===== config.mk =====
export PLATFORM = sky130hd
export DESIGN_NAME = vsc_scan
export DESIGN_NICKNAME = d
export VERILOG_FILES = /design/src/vsc_pkg.sv /design/src/vsc_scan.sv
export SDC_FILE = /design/constraint.sdc
export NUM_CORES = 2
export LEC_CHECK = 0
export BUFFER_PORTS_ARGS = -buffer_cell sky130_fd_sc_hd__buf_2
export CORE_ASPECT_RATIO = 2
export CORE_MARGIN = 4
export CORE_UTILIZATION = 50
export CTS_CLUSTER_DIAMETER = 40
export CTS_CLUSTER_SIZE = 12
export DETAILED_ROUTE_END_ITERATION = 16
export HOLD_SLACK_MARGIN = 0.03
export PLACE_DENSITY = 0.79
export SYNTH_ARGS = -nofsm -noshare
export SYNTH_HDL_FRONTEND = slang
export SYNTH_SLANG_ARGS = --single-unit

===== constraint.sdc =====
create_clock -name clk -period 7.27 [get_ports clk]
set_clock_uncertainty 0.1 [all_clocks]
set_input_delay 1.8175 -clock clk [delete_from_list [all_inputs] [get_ports clk]]
set_output_delay 1.8175 -clock clk [all_outputs]
set_load 0.05 [all_outputs]

===== src/vsc_pkg.sv =====
// shared types and constants of the voxel shape carver
// no dependencies; the top level, vsc_coef and vsc_scan refer to this package
package vsc_pkg;

    // width of one box bound or scan index field
    localparam int IDXW = 8;
    // squared coordinate offset, weight, weight low half, product and accumulator widths
    localparam int SQW = 20;
    localparam int WW  = 37;
    localparam int BLO = 19;
    localparam int MW  = 57;
    localparam int SW  = 60;
    // configuration index width
    localparam int CFG_IDXW = 4;

    // command opcodes
    localparam logic [3:0] OP_PUT_VOXEL  = 4'd0;
    localparam logic [3:0] OP_CUT_VOXEL  = 4'd1;
    localparam logic [3:0] OP_PUT_BOX    = 4'd2;
    localparam logic [3:0] OP_CUT_BOX    = 4'd3;
    localparam logic [3:0] OP_PUT_SPHERE = 4'd4;
    localparam logic [3:0] OP_CUT_SPHERE = 4'd5;
    localparam logic [3:0] OP_PUT_ELLIP  = 4'd6;
    localparam logic [3:0] OP_CUT_ELLIP  = 4'd7;
    localparam logic [3:0] OP_READ_VOXEL = 4'd8;

    // configuration register indexes
    localparam logic [CFG_IDXW-1:0] REG_RED   = 4'd0;
    localparam logic [CFG_IDXW-1:0] REG_GREEN = 4'd1;
    localparam logic [CFG_IDXW-1:0] REG_BLUE  = 4'd2;
    localparam logic [CFG_IDXW-1:0] REG_ALPHA = 4'd3;

    // top level sequencer states
    typedef enum logic [3:0] {
        ST_CLEAR,
        ST_CLEAR_WAIT,
        ST_IDLE,
        ST_COEF_GO,
        ST_COEF_WAIT,
        ST_SCAN_GO,
        ST_SCAN_WAIT,
        ST_READ_ADDR,
        ST_READ_DATA,
        ST_RESP
    } state_t;

    // one scan job: inclusive index ranges and what to write
    typedef struct packed {
        logic [IDXW-1:0] xlo;
        logic [IDXW-1:0] xhi;
        logic [IDXW-1:0] ylo;
        logic [IDXW-1:0] yhi;
        logic [IDXW-1:0] zlo;
        logic [IDXW-1:0] zhi;
        logic            test;
        logic            put;
        logic            clear;
    } scan_cmd_t;

    // forward difference seeds of the shape test, per axis at index 0
    typedef struct packed {
        logic signed [SW-1:0] lim;
        logic signed [SW-1:0] sx0;
        logic signed [SW-1:0] dx0;
        logic signed [SW-1:0] twx;
        logic signed [SW-1:0] sy0;
        logic signed [SW-1:0] dy0;
        logic signed [SW-1:0] twy;
        logic signed [SW-1:0] sz0;
        logic signed [SW-1:0] dz0;
        logic signed [SW-1:0] twz;
    } coef_t;

endpackage


===== src/vsc_scan.sv =====
// voxel scanner: walks an index box one voxel a cycle, evaluates the shape
// test by forward differences and drives the store write port; uses vsc_pkg
module vsc_scan #(
    parameter int GRID_X = 32,
    parameter int GRID_Y = 32,
    parameter int GRID_Z = 32
) (
    input  logic                      clk,
    input  logic                      rst_n,
    input  logic                      start,
    input  vsc_pkg::scan_cmd_t        cmd,
    input  vsc_pkg::coef_t            coef,
    output logic                      done,
    output logic                      we_on,
    output logic                      we_col,
    output logic                      on_data,
    output logic [((GRID_X*GRID_Y*GRID_Z > 1) ?
                   $clog2(GRID_X*GRID_Y*GRID_Z) : 1)-1:0] waddr
);

    localparam int DEPTH = GRID_X * GRID_Y * GRID_Z;
    localparam int AW = (DEPTH > 1) ? $clog2(DEPTH) : 1;
    localparam int XW = (GRID_X > 1) ? $clog2(GRID_X) : 1;
    localparam int YW = (GRID_Y > 1) ? $clog2(GRID_Y) : 1;
    localparam int ZW = (GRID_Z > 1) ? $clog2(GRID_Z) : 1;
    localparam int YZ = GRID_Y * GRID_Z;
    localparam int SW = vsc_pkg::SW;

    logic                 run_reg;
    logic [XW-1:0]        i_reg;
    logic [YW-1:0]        j_reg;
    logic [ZW-1:0]        k_reg;
    logic                 b_valid_reg;
    logic                 b_last_reg;
    logic signed [SW-1:0] sx_reg, dx_reg, sy_reg, dy_reg, sz_reg, dz_reg;
    logic signed [SW-1:0] sum_reg;
    logic [AW-1:0]        addr_reg;

    logic                 k_end, j_end, i_end, last_now;
    logic [AW-1:0]        addr_calc;
    logic                 hit;

    assign k_end    = (k_reg == cmd.zhi[ZW-1:0]);
    assign j_end    = (j_reg == cmd.yhi[YW-1:0]);
    assign i_end    = (i_reg == cmd.xhi[XW-1:0]);
    assign last_now = k_end && j_end && i_end;

    assign addr_calc = AW'(i_reg) * AW'(YZ) + AW'(j_reg) * AW'(GRID_Z) + AW'(k_reg);

    // index counters, z innermost
    always_ff @(posedge clk or negedge rst_n)
    begin
        if (!rst_n)
        begin
            run_reg     <= 1'b0;
            i_reg       <= '0;
            j_reg       <= '0;
            k_reg       <= '0;
            b_valid_reg <= 1'b0;
            b_last_reg  <= 1'b0;
        end
        else
        begin
            b_valid_reg <= run_reg;
            b_last_reg  <= run_reg && last_now;
            if (start)
            begin
                run_reg <= 1'b1;
                i_reg   <= cmd.xlo[XW-1:0];
                j_reg   <= cmd.ylo[YW-1:0];
                k_reg   <= cmd.zlo[ZW-1:0];
            end
            else if (run_reg)
            begin
                priority if (!k_end)
                begin
                    k_reg <= k_reg + ZW'(1);
                end
                else if (!j_end)
                begin
                    k_reg <= cmd.zlo[ZW-1:0];
                    j_reg <= j_reg + YW'(1);
                end
                else if (!i_end)
                begin
                    k_reg <= cmd.zlo[ZW-1:0];
                    j_reg <= cmd.ylo[YW-1:0];
                    i_reg <= i_reg + XW'(1);
                end
                else
                begin
                    run_reg <= 1'b0;
                end
            end
        end
    end

    // forward differences of the weighted squared offsets
    always_ff @(posedge clk)
    begin
        if (start)
        begin
            sx_reg <= coef.sx0;
            dx_reg <= coef.dx0;
            sy_reg <= coef.sy0;
            dy_reg <= coef.dy0;
            sz_reg <= coef.sz0;
            dz_reg <= coef.dz0;
        end
        else if (run_reg)
        begin
            if (!k_end)
            begin
                sz_reg <= sz_reg + dz_reg;
                dz_reg <= dz_reg + coef.twz;
            end
            else
            begin
                sz_reg <= coef.sz0;
                dz_reg <= coef.dz0;
                if (!j_end)
                begin
                    sy_reg <= sy_reg + dy_reg;
                    dy_reg <= dy_reg + coef.twy;
                end
                else
                begin
                    sy_reg <= coef.sy0;
                    dy_reg <= coef.dy0;
                    sx_reg <= sx_reg + dx_reg;
                    dx_reg <= dx_reg + coef.twx;
                end
            end
        end
    end

    // first stage: sum and address
    always_ff @(posedge clk)
    begin
        sum_reg  <= sx_reg + sy_reg + sz_reg;
        addr_reg <= addr_calc;
    end

    // second stage: compare and write
    assign hit     = !cmd.test || (sum_reg <= coef.lim);
    assign we_on   = b_valid_reg && hit;
    assign we_col  = we_on && (cmd.put || cmd.clear);
    assign on_data = cmd.put;
    assign waddr   = addr_reg;
    assign done    = b_valid_reg && b_last_reg;

endmodule

==> flow_summary.ini <==
[route]
top_layer = met5
met3_length_mm = 10.5
ant_nets = 0
drt_iter0_drc = 3101
routed-wl-met2_mm = 73.6
via_per_inst = 6.13
routedLengthMet1_mm = 54.1
drcViolationCount = 0
vias = 40800
first_pass_iters = 6
wl_per_cell_um = 23.3
postRouteWirelength_mm = 155

[layout]
layout-drive-gt1-share = 0.157
multi_input_area_um2 = 28400
fin_nets = 6693
area.growth.synth_to_final_pct = 15.4
final_common_cell = nand2_1
final_cell_mix = nand2_1, buf_2, o21ai_0
stdcell_count = 6656
regArea_um2 = 12800
utilization = 0.582
fillCellCount = 7711

[timing]
final_max_slew_viol_count = 0
period_share = 0.930
finalWorstSetupSlack_ns = 0.507
setup_viol = 0
fin_tns_setup_ns = 0
fin_crit_ns = 6.76
worstMarginPinSlew_ns = 1.03
rsz0062_at_grt = no
fmax_mhz = 148
finalHoldViolCount = 0
slew_headroom = 0.306

[critical_path]
path_max_fanout = 2
worstSetupStartpointType = input pin
crit_family = compound AO/OA/AOI/OAI gates
critPathKind = in2out
r2r_start = sx_reg[2]
cp-startpoint = coef[553]
slowest_delay_ns = 0.54
crit_buf_inv = 4
required_ns = 5.35
critPathArrivalTime_ns = 4.85
end_kind = output pin
crit_chain = buf_2, inv_1, ha_1, a21o_1, a21o_1, a21oi_1, o21ai_0, a221oi_1, nor2_1, a2111oi_0, buf_4, o21ai_0, xor2_1, o21a_1, o21a_1, buf_2
cp_slowest_cell = a2111oi_0

[floorplanning]
chipWidth_um = 215
rows = 151
start_util = 0.504
ios = 673
die-height_um = 421
coreArea_um2 = 84600
die_area_um2 = 90400

[place]
dpl.hpwl_mm = 127
port_buffers = 654
numPlacedInstances = 6491
gp_congestion = 0.994
post-place-ws_ns = 0.531

[clocking]
root_buffer = clkbuf_16
cts_max_path_buffers = 3
h-tree-depth = 3
clkSinkCount = 453
cts_hold_buffers = 0
numCtsBuffers = 76
clk_pin_slew_worst_paths_ns = 0.06
clock_latency_ns = 0.67
cts_tree = built
post_cts_buffers = 0
cts_resized = 0

[yosys]
synth_flop_cell = edfxtp_1
synth_edf_count = 360
syn_nets = 6165
synth_cell_types = 95
ys_ff_latch = 453
synth.yosys.seq_area_share = 0.299
async_flop_share = 0.0397
syn_inst = 4970
syn_area_per_cell_um2 = 8.59
synth_area_um2 = 42700
yosysWarnings = 0

[pwr]
power_density_nw_per_um2 = 460
p_total_uw = 22600
ir_drop_mv = 0.292
leakagePower_uw = 0.0221

[grt]
grt_pass1_wl_mm = 230
grt_max_degree = 163
grt_usage = 0.328
grt_pass1_vias = 40800
antenna_found_initial = 47
grt_remaining_overflow = 0

[run]
drv_cap = 0

[status]
status = completed

[hold_path]
hold_start = k_reg[4]
min_path_type = reg2reg
-- synthesized netlist by cell type (35+ instances only) --
library cell,number,area [um2]
a31oi_1,57,357
a21oi_1,492,2460
dfxtp_1,75,1500
xor2_1,168,1470
nor2b_1,36,225
nor2_1,221,830
o21ai_0,540,2700
and3_1,41,257
nand2_1,655,2460
edfxtp_1,360,10800
o21bai_1,90,676
o21a_1,44,330
fa_1,66,1320
a21o_1,267,2000
ha_1,475,5940
nand3_1,88,440
inv_1,176,661
nand2b_1,35,219
a211oi_1,40,300
xnor2_1,243,2130
nand4_1,106,663
nor3_1,61,305
clkbuf_1,192,721
-- cell families after synthesis --
group / share of synthesized area
AO/OA/AOI/OAI: 0.260
XOR/XNOR: 0.0843
adder cells (fa/ha/maj): 0.170
buffers and inverters: 0.0361
flip-flops: 0.299
multiplexers: 0.00610
AND/OR/NAND/NOR: 0.144
-- routing by layer --
| metal | track usage | up-vias |
|---|---|---|
| met5 | 0 | - |
| li1 | - | 19500 |
| met1 | 0.339 | 19000 |
| met3 | 0.0674 | 570 |
| met2 | 0.561 | 1755 |
| met4 | 0.290 | 44 |
-- metrics by stage --
step	hold slack [ns]	cell area, um2
CTS	0.331	49200
global placement	0.322	46600
floorplan	0.245	42700
finish	0.356	49200
detailed placement	0.314	46600
global route	0.373	49200
-- area by class of cell --
class / instances / share of cell area
Inverter: 177 / 0.0136
Timing Repair Buffer: 668 / 0.0693
Clock inverter: 49 / 0.0106
Tap cell: 1071 / 0.0272
Sequential cell: 453 / 0.259
Clock buffer: 90 / 0.0420
Antenna cell: 26 / 0.00132
Multi-Input combinational cell: 4122 / 0.577
-- power by group --
part           leakage [uW]  switching [uW]  internal [uW]
sequential          0.00448            1030           4030
combinational        0.0164            8010           5750
clock               0.00125            1540           2270
-- worst reg2reg max path, delay by kind of cell, from the launching register on --
kind                     cells  cell delay, ns
flip-flops                   1            0.56
multiplexers                 1            0.12
AO/OA/AOI/OAI                8            2.56
adder cells (fa/ha/maj)      2            0.89
AND/OR/NAND/NOR              2            0.34
-- path summary, 6_finish.rpt --
path,endpoint,slack [ns],cells after the start
setup / recovery,we_col,0.51,16
hold / removal,waddr[4],0.36,0
setup reg to reg,sum_reg[52],2.54,13
hold reg to reg,waddr[4],0.36,0
max in group asynchronous,i_reg[0],5.71,1
min in group asynchronous,j_reg[4],1.01,1
No activity file was read; power rests on OpenSTA's default activity.
