**src/vsc_pkg.sv**
```systemverilog
// shared types and constants of the voxel shape carver
// no dependencies; the top level, vsc_coef and vsc_scan refer to this package
package vsc_pkg;

    // width of one box bound or scan index field
    localparam int IDXW = 8;
    // squared coordinate offset, weight, weight low half, product and accumulator widths
    localparam int SQW = 20;
    localparam int WW  = 37;
    localparam int BLO = 19;
    localparam int MW  = 57;
    localparam int SW  = 60;
    // configuration index width
    localparam int CFG_IDXW = 4;

    // command opcodes
    localparam logic [3:0] OP_PUT_VOXEL  = 4'd0;
    localparam logic [3:0] OP_CUT_VOXEL  = 4'd1;
    localparam logic [3:0] OP_PUT_BOX    = 4'd2;
    localparam logic [3:0] OP_CUT_BOX    = 4'd3;
    localparam logic [3:0] OP_PUT_SPHERE = 4'd4;
    localparam logic [3:0] OP_CUT_SPHERE = 4'd5;
    localparam logic [3:0] OP_PUT_ELLIP  = 4'd6;
    localparam logic [3:0] OP_CUT_ELLIP  = 4'd7;
    localparam logic [3:0] OP_READ_VOXEL = 4'd8;

    // configuration register indexes
    localparam logic [CFG_IDXW-1:0] REG_RED   = 4'd0;
    localparam logic [CFG_IDXW-1:0] REG_GREEN = 4'd1;
    localparam logic [CFG_IDXW-1:0] REG_BLUE  = 4'd2;
    localparam logic [CFG_IDXW-1:0] REG_ALPHA = 4'd3;

    // top level sequencer states
    typedef enum logic [3:0] {
        ST_CLEAR,
        ST_CLEAR_WAIT,
        ST_IDLE,
        ST_COEF_GO,
        ST_COEF_WAIT,
        ST_SCAN_GO,
        ST_SCAN_WAIT,
        ST_READ_ADDR,
        ST_READ_DATA,
        ST_RESP
    } state_t;

    // one scan job: inclusive index ranges and what to write
    typedef struct packed {
        logic [IDXW-1:0] xlo;
        logic [IDXW-1:0] xhi;
        logic [IDXW-1:0] ylo;
        logic [IDXW-1:0] yhi;
        logic [IDXW-1:0] zlo;
        logic [IDXW-1:0] zhi;
        logic            test;
        logic            put;
        logic            clear;
    } scan_cmd_t;

    // forward difference seeds of the shape test, per axis at index 0
    typedef struct packed {
        logic signed [SW-1:0] lim;
        logic signed [SW-1:0] sx0;
        logic signed [SW-1:0] dx0;
        logic signed [SW-1:0] twx;
        logic signed [SW-1:0] sy0;
        logic signed [SW-1:0] dy0;
        logic signed [SW-1:0] twy;
        logic signed [SW-1:0] sz0;
        logic signed [SW-1:0] dz0;
        logic signed [SW-1:0] twz;
    } coef_t;

endpackage

```
**src/vsc_coef.sv**
```systemverilog
// coefficient unit: computes the radius weights, the limit and the per axis
// forward difference seeds with a shared squarer and weight multipliers; uses vsc_pkg
module vsc_coef (
    input  logic               clk,
    input  logic               rst_n,
    input  logic               start,
    input  logic               sphere,
    input  logic signed [9:0]  ax,
    input  logic signed [9:0]  ay,
    input  logic signed [9:0]  az,
    input  logic signed [9:0]  bx,
    input  logic signed [9:0]  by,
    input  logic signed [9:0]  bz,
    output logic               done,
    output vsc_pkg::coef_t     coef
);

    localparam logic [3:0] STEP_PZ  = 4'd0;
    localparam logic [3:0] STEP_PY  = 4'd1;
    localparam logic [3:0] STEP_WX  = 4'd2;
    localparam logic [3:0] STEP_WY  = 4'd3;
    localparam logic [3:0] STEP_WZ  = 4'd4;
    localparam logic [3:0] STEP_LIM = 4'd5;
    localparam logic [3:0] STEP_SX0 = 4'd6;
    localparam logic [3:0] STEP_SX1 = 4'd7;
    localparam logic [3:0] STEP_SY0 = 4'd8;
    localparam logic [3:0] STEP_SY1 = 4'd9;
    localparam logic [3:0] STEP_SZ0 = 4'd10;
    localparam logic [3:0] STEP_SZ1 = 4'd11;

    localparam logic [1:0] PH_SQ  = 2'd0;
    localparam logic [1:0] PH_LO  = 2'd1;
    localparam logic [1:0] PH_HI  = 2'd2;
    localparam logic [1:0] PH_SUM = 2'd3;

    localparam int WW  = vsc_pkg::WW;
    localparam int MW  = vsc_pkg::MW;
    localparam int SW  = vsc_pkg::SW;
    localparam int BLO = vsc_pkg::BLO;
    localparam int SQW = vsc_pkg::SQW;
    localparam int PW  = SQW + BLO;

    logic              active_reg;
    logic [3:0]        step_reg;
    logic [1:0]        phase_reg;
    logic              done_reg;

    logic [SQW-1:0]    asq_reg;
    logic [PW-1:0]     prod_reg;
    logic [PW-1:0]     acc_reg;
    logic [WW-1:0]     pz_reg, py_reg, wx_reg, wy_reg, wz_reg;
    logic [MW-1:0]     lim_reg;
    logic [MW-1:0]     sx0_reg, sx1_reg, sy0_reg, sy1_reg, sz0_reg, sz1_reg;

    logic signed [10:0] v_sel;
    logic [WW-1:0]      b_sel;
    logic signed [21:0] sq_full;
    logic [PW-1:0]      prod_lo, prod_hi;
    logic [MW-1:0]      result;

    // operand selection per step: squared value times weight
    always_comb
    begin
        case (step_reg)
            STEP_PZ:  begin v_sel = {bz[9], bz}; b_sel = WW'(1); end
            STEP_PY:  begin v_sel = {by[9], by}; b_sel = WW'(1); end
            STEP_WX:  begin v_sel = {by[9], by}; b_sel = pz_reg; end
            STEP_WY:  begin v_sel = {bx[9], bx}; b_sel = pz_reg; end
            STEP_WZ:  begin v_sel = {bx[9], bx}; b_sel = py_reg; end
            STEP_LIM: begin v_sel = {bx[9], bx}; b_sel = wx_reg; end
            STEP_SX0: begin v_sel = {ax[9], ax}; b_sel = wx_reg; end
            STEP_SX1: begin v_sel = 11'sd1 - {ax[9], ax}; b_sel = wx_reg; end
            STEP_SY0: begin v_sel = {ay[9], ay}; b_sel = wy_reg; end
            STEP_SY1: begin v_sel = 11'sd1 - {ay[9], ay}; b_sel = wy_reg; end
            STEP_SZ0: begin v_sel = {az[9], az}; b_sel = wz_reg; end
            STEP_SZ1: begin v_sel = 11'sd1 - {az[9], az}; b_sel = wz_reg; end
            default:  begin v_sel = '0; b_sel = '0; end
        endcase
    end

    // shared multipliers, weight split into a low and a high half
    assign sq_full = v_sel * v_sel;
    assign prod_lo = PW'(asq_reg) * PW'(b_sel[BLO-1:0]);
    assign prod_hi = PW'(asq_reg) * PW'(b_sel[WW-1:BLO]);
    assign result  = MW'(acc_reg) + (MW'(prod_reg) << BLO);

    // step and phase sequencing
    always_ff @(posedge clk or negedge rst_n)
    begin
        if (!rst_n)
        begin
            active_reg <= 1'b0;
            step_reg   <= STEP_PZ;
            phase_reg  <= PH_SQ;
            done_reg   <= 1'b0;
        end
        else
        begin
            done_reg <= 1'b0;
            if (start)
            begin
                active_reg <= 1'b1;
                step_reg   <= STEP_PZ;
                phase_reg  <= PH_SQ;
            end
            else if (active_reg)
            begin
                phase_reg <= phase_reg + 2'd1;
                if (phase_reg == PH_SUM)
                begin
                    step_reg <= step_reg + 4'd1;
                    if (step_reg == STEP_SZ1)
                    begin
                        active_reg <= 1'b0;
                        done_reg   <= 1'b1;
                    end
                end
            end
        end
    end

    // multiplier pipeline and result storage
    always_ff @(posedge clk)
    begin
        if (active_reg)
        begin
            unique case (phase_reg)
                PH_SQ:  asq_reg <= sq_full[SQW-1:0];
                PH_LO:  prod_reg <= prod_lo;
                PH_HI:
                begin
                    acc_reg  <= prod_reg;
                    prod_reg <= prod_hi;
                end
                PH_SUM:
                begin
                    case (step_reg)
                        STEP_PZ:  pz_reg <= result[WW-1:0];
                        STEP_PY:  py_reg <= result[WW-1:0];
                        STEP_WX:  wx_reg <= sphere ? WW'(1) : result[WW-1:0];
                        STEP_WY:  wy_reg <= sphere ? WW'(1) : result[WW-1:0];
                        STEP_WZ:  wz_reg <= sphere ? WW'(1) : result[WW-1:0];
                        STEP_LIM: lim_reg <= result;
                        STEP_SX0: sx0_reg <= result;
                        STEP_SX1: sx1_reg <= result;
                        STEP_SY0: sy0_reg <= result;
                        STEP_SY1: sy1_reg <= result;
                        STEP_SZ0: sz0_reg <= result;
                        STEP_SZ1: sz1_reg <= result;
                        default:  lim_reg <= lim_reg;
                    endcase
                end
            endcase
        end
    end

    // seeds: value at index 0, first difference, second difference
    assign coef.lim = $signed({{(SW-MW){1'b0}}, lim_reg});
    assign coef.sx0 = $signed({{(SW-MW){1'b0}}, sx0_reg});
    assign coef.dx0 = $signed({{(SW-MW){1'b0}}, sx1_reg})
                    - $signed({{(SW-MW){1'b0}}, sx0_reg});
    assign coef.twx = $signed({{(SW-WW-1){1'b0}}, wx_reg, 1'b0});
    assign coef.sy0 = $signed({{(SW-MW){1'b0}}, sy0_reg});
    assign coef.dy0 = $signed({{(SW-MW){1'b0}}, sy1_reg})
                    - $signed({{(SW-MW){1'b0}}, sy0_reg});
    assign coef.twy = $signed({{(SW-WW-1){1'b0}}, wy_reg, 1'b0});
    assign coef.sz0 = $signed({{(SW-MW){1'b0}}, sz0_reg});
    assign coef.dz0 = $signed({{(SW-MW){1'b0}}, sz1_reg})
                    - $signed({{(SW-MW){1'b0}}, sz0_reg});
    assign coef.twz = $signed({{(SW-WW-1){1'b0}}, wz_reg, 1'b0});

    assign done = done_reg;

endmodule

```
**config.mk**
```make
export PLATFORM = sky130hd
export DESIGN_NAME = vsc_coef
export DESIGN_NICKNAME = d
export VERILOG_FILES = /design/src/vsc_pkg.sv /design/src/vsc_coef.sv
export SDC_FILE = /design/constraint.sdc
export NUM_CORES = 2
export LEC_CHECK = 0
export ABC_AREA = 1
export BUFFER_PORTS_ARGS = -buffer_cell sky130_fd_sc_hd__buf_4
export CAP_MARGIN = 20
export CORE_MARGIN = 2
export CORE_UTILIZATION = 60
export CTS_CLUSTER_DIAMETER = 60
export CTS_CLUSTER_SIZE = 30
export DETAILED_ROUTE_END_ITERATION = 12
export PLACE_DENSITY = 0.79
export SLEW_MARGIN = 20
export SYNTH_ARGS = -nofsm -noshare
export SYNTH_HDL_FRONTEND = slang
export SYNTH_SLANG_ARGS = --single-unit
```
**constraint.sdc**
```tcl
create_clock -name clk -period 14.28 [get_ports clk]
set_input_delay 3.57 -clock clk [delete_from_list [all_inputs] [get_ports clk]]
set_output_delay 3.57 -clock clk [all_outputs]
set_load 0.03 [all_outputs]
```
==> results.tsv <==
stage	metric	value	unit
run_status	run status	complete, no violations	
global_route	grt ovf	0	
setup_path	CP peak stage delay	0.74	ns
setup_path	crit-path max FO	23	
clock_tree	Worst-Skew Late Latency	0.71	ns
synth	synthesized flop and latch total	689	
timing	Fin Hold WS	0.410	ns
cells_and_area	Multi-input gate area	38600	um^2
synth	Unique masters post-synth	57	
timing	Slew Limit Fails	0	
clock_tree	H-tree Lvls	2	
cells_and_area	share of cells above drive strength 1	0.109	
clock_tree	Worst-path clk slew	0.09	ns
synth	Post-Syn Instances	7479	
timing	Tmin final	9.75	ns
power	maximum VDD drop	0.000639	V
cells_and_area	filler instances	8541	
place	Post-DP Area	72000	um^2
clock_tree	# hold bufs at CTS	0	
place	detailed placement HPWL	205	mm
clock_tree	setup bufs post-CTS	0	
global_route	Total Routing Usage GR	0.450	
cells_and_area	NumNets Final	9307	
cells_and_area	Layout Utilization	0.680	
routing	DRT iter0 DRCs	6717	
power	Pleak	35.5	nW
setup_path	critical path endpoint category	register	
global_route	first-pass GRT wire length	368	mm
routing	final antenna-violating net count	0	
clock_tree	Clock Tree Root	clkbuf_16	
die	IO Count	665	
routing	DRT Pass-1 Iters	8	
die	Initial Utilization	0.605	
synth	mux cell area share after synthesis	0	
setup_path	Data arrival, critical path	10.12	ns
synth	largest family of logic cells by synthesized area	adder cells	
synth	Synth Area per Inst	8.82	um^2
synth	number of synthesized flops with an enable pin	681	
timing	Rel. slew slack	0.150	
synth	Most used DFF post-synth	edfxtp_1	
setup_path	Crit path required time	14.65	ns
synth	post-synthesis sequential area ratio	0.313	
synth	Synth Area in XOR/XNOR	0.0308	
timing	Setup violations, final	0	
timing	final hold violation count	0	
clock_tree	post-CTS resize count	0	
die	core footprint	109000	um^2
die	die height	336	um
place	Buffers on Ports	583	
cells_and_area	design area	74100	um^2
global_route	largest net degree at the start of global routing	58	
place	gp weighted congestion	1.04	
cells_and_area	register area	20600	um^2
routing	WL final	254	mm
die	die area	113000	um^2
routing	via count	56900	
timing	final worst-path cycle share	0.683	
flow_run	MaxCap Viol Count	0	
cells_and_area	final std cells w/o fill	9543	
global_route	initial antenna violation count	12	
synth	fraction of registers with async set/reset	0.0116	
clock_tree	CTS buffer count	57	
die	Die Span X	336	um
clock_tree	Clock Tree Buf Depth	3	
power	PwrDens	138	nW/um^2
timing	FMAX	0.103	GHz
synth	Yosys Warn Count	0	
synth	compound-cell area share of the yosys netlist	0.0888	
timing	RSZ-0062 raised after global routing	no	
routing	routed len/inst	26.6	um
clock_tree	CTS tree	yes	
cells_and_area	commonest non-fill, non-tap cell in the layout	inv_1	
synth	post-synthesis simple-gate area fraction	0.157	
hold_path	min-delay worst type	reg2reg	
cells_and_area	Area Growth Syn to Fin	12.3	%
synth	Cell Area, Synth	65900	um^2
die	Site Rows	121	
setup_path	slowest cell on the critical path	clkinv_1	
cells_and_area	most frequent cells in the layout	inv_1 (1562), nand2_1 (1326), nor2_1 (846)	
routing	DR DRC count	0	
setup_path	crit start category	register	
setup_path	Crit Path Category	reg2reg	
timing	Final Skew	0.0756	ns
global_route	vias in the first global route	57400	
timing	Worst Max-Slew Pin Slew	1.26	ns
routing	vias per cell	5.97	
place	Placed Cells	9433	
clock_tree	Clock Sink Count	689	
synth	area share of fa/ha/maj cells after synthesis	0.299	
timing	Total Neg Setup Slack	0	ns
[cell type report]
type	instances	area share
Sequential cell	689	0.279
Multi-Input combinational cell	5051	0.521
Antenna cell	4	0.000135
Clock buffer	59	0.0194
Inverter	1623	0.0822
Timing Repair Buffer	656	0.0665
Tap cell	1414	0.0239
Clock inverter	47	0.00848
[worst max-delay path: cells and delay by family, from the launching register on]
kind | cells | cell delay, ns
and+or+nand+nor | 8 | 2.61
adders and majority gates | 7 | 3.32
AOI/OAI and AO/OA | 5 | 1.17
DFF | 1 | 0.59
buffers and inverters | 8 | 1.67
[routing by layer]
metal	GRT usage	vias to the layer above	part of all wire
met5	0	-	0.00061
li1	-	24700	-
met2	0.682	3935	0.43
met4	0.317	14	0.088
met1	0.553	27400	0.35
met3	0.131	978	0.13
[power by group]
group	internal (mW)	switching [mW]
Combinational	1.66	4.01
Sequential	2.74	0.119
Clock	0.829	0.890
[final timing paths]
check	startpoint	endpoint	slack, ns	depth (start not counted)
setup / recovery	step_reg[3]	prod_reg[27]	4.53	28
setup reg to reg	step_reg[3]	prod_reg[27]	4.53	28
hold reg to reg	prod_reg[4]	acc_reg[4]	0.41	0
min in group asynchronous	rst_n	phase_reg[0]	2.68	1
max in group asynchronous	rst_n	step_reg[2]	11.45	1
hold / removal	prod_reg[4]	acc_reg[4]	0.41	0
[per-stage QoR]
stage	setup slack [ns]	total power [mW]
floorplan	5.50	6.25
global placement	4.76	8.27
detailed placement	4.70	8.34
CTS	4.93	10.1
global route	4.39	10.8
finish	4.53	10.2
[synthesized netlist by cell type, types with 54 or more instances]
cell type | count | area share
nand3_1 | 203 | 0.015
fa_1 | 683 | 0.21
buf_4 | 96 | 0.011
xnor2_1 | 62 | 0.0082
a21oi_1 | 394 | 0.030
clkbuf_1 | 80 | 0.0046
inv_2 | 54 | 0.0031
xor2_1 | 170 | 0.023
o21ai_0 | 283 | 0.021
nand2_1 | 1326 | 0.075
edfxtp_1 | 681 | 0.31
inv_1 | 1562 | 0.089
ha_1 | 482 | 0.091
nor2_1 | 858 | 0.049
[kinds of logic (layout without fill, tap and decap cells)]
kind of cell               after synthesis  after routing
DFF                                    689            689
buffers and inverters                 1846           2385
adders and majority gates             1165           1165
AOI/OAI and AO/OA                      984            984
and+or+nand+nor                       2561           2561
other                                    2            113
xor gates and xnor gates               232            232
(Power assumes the default switching activity.)
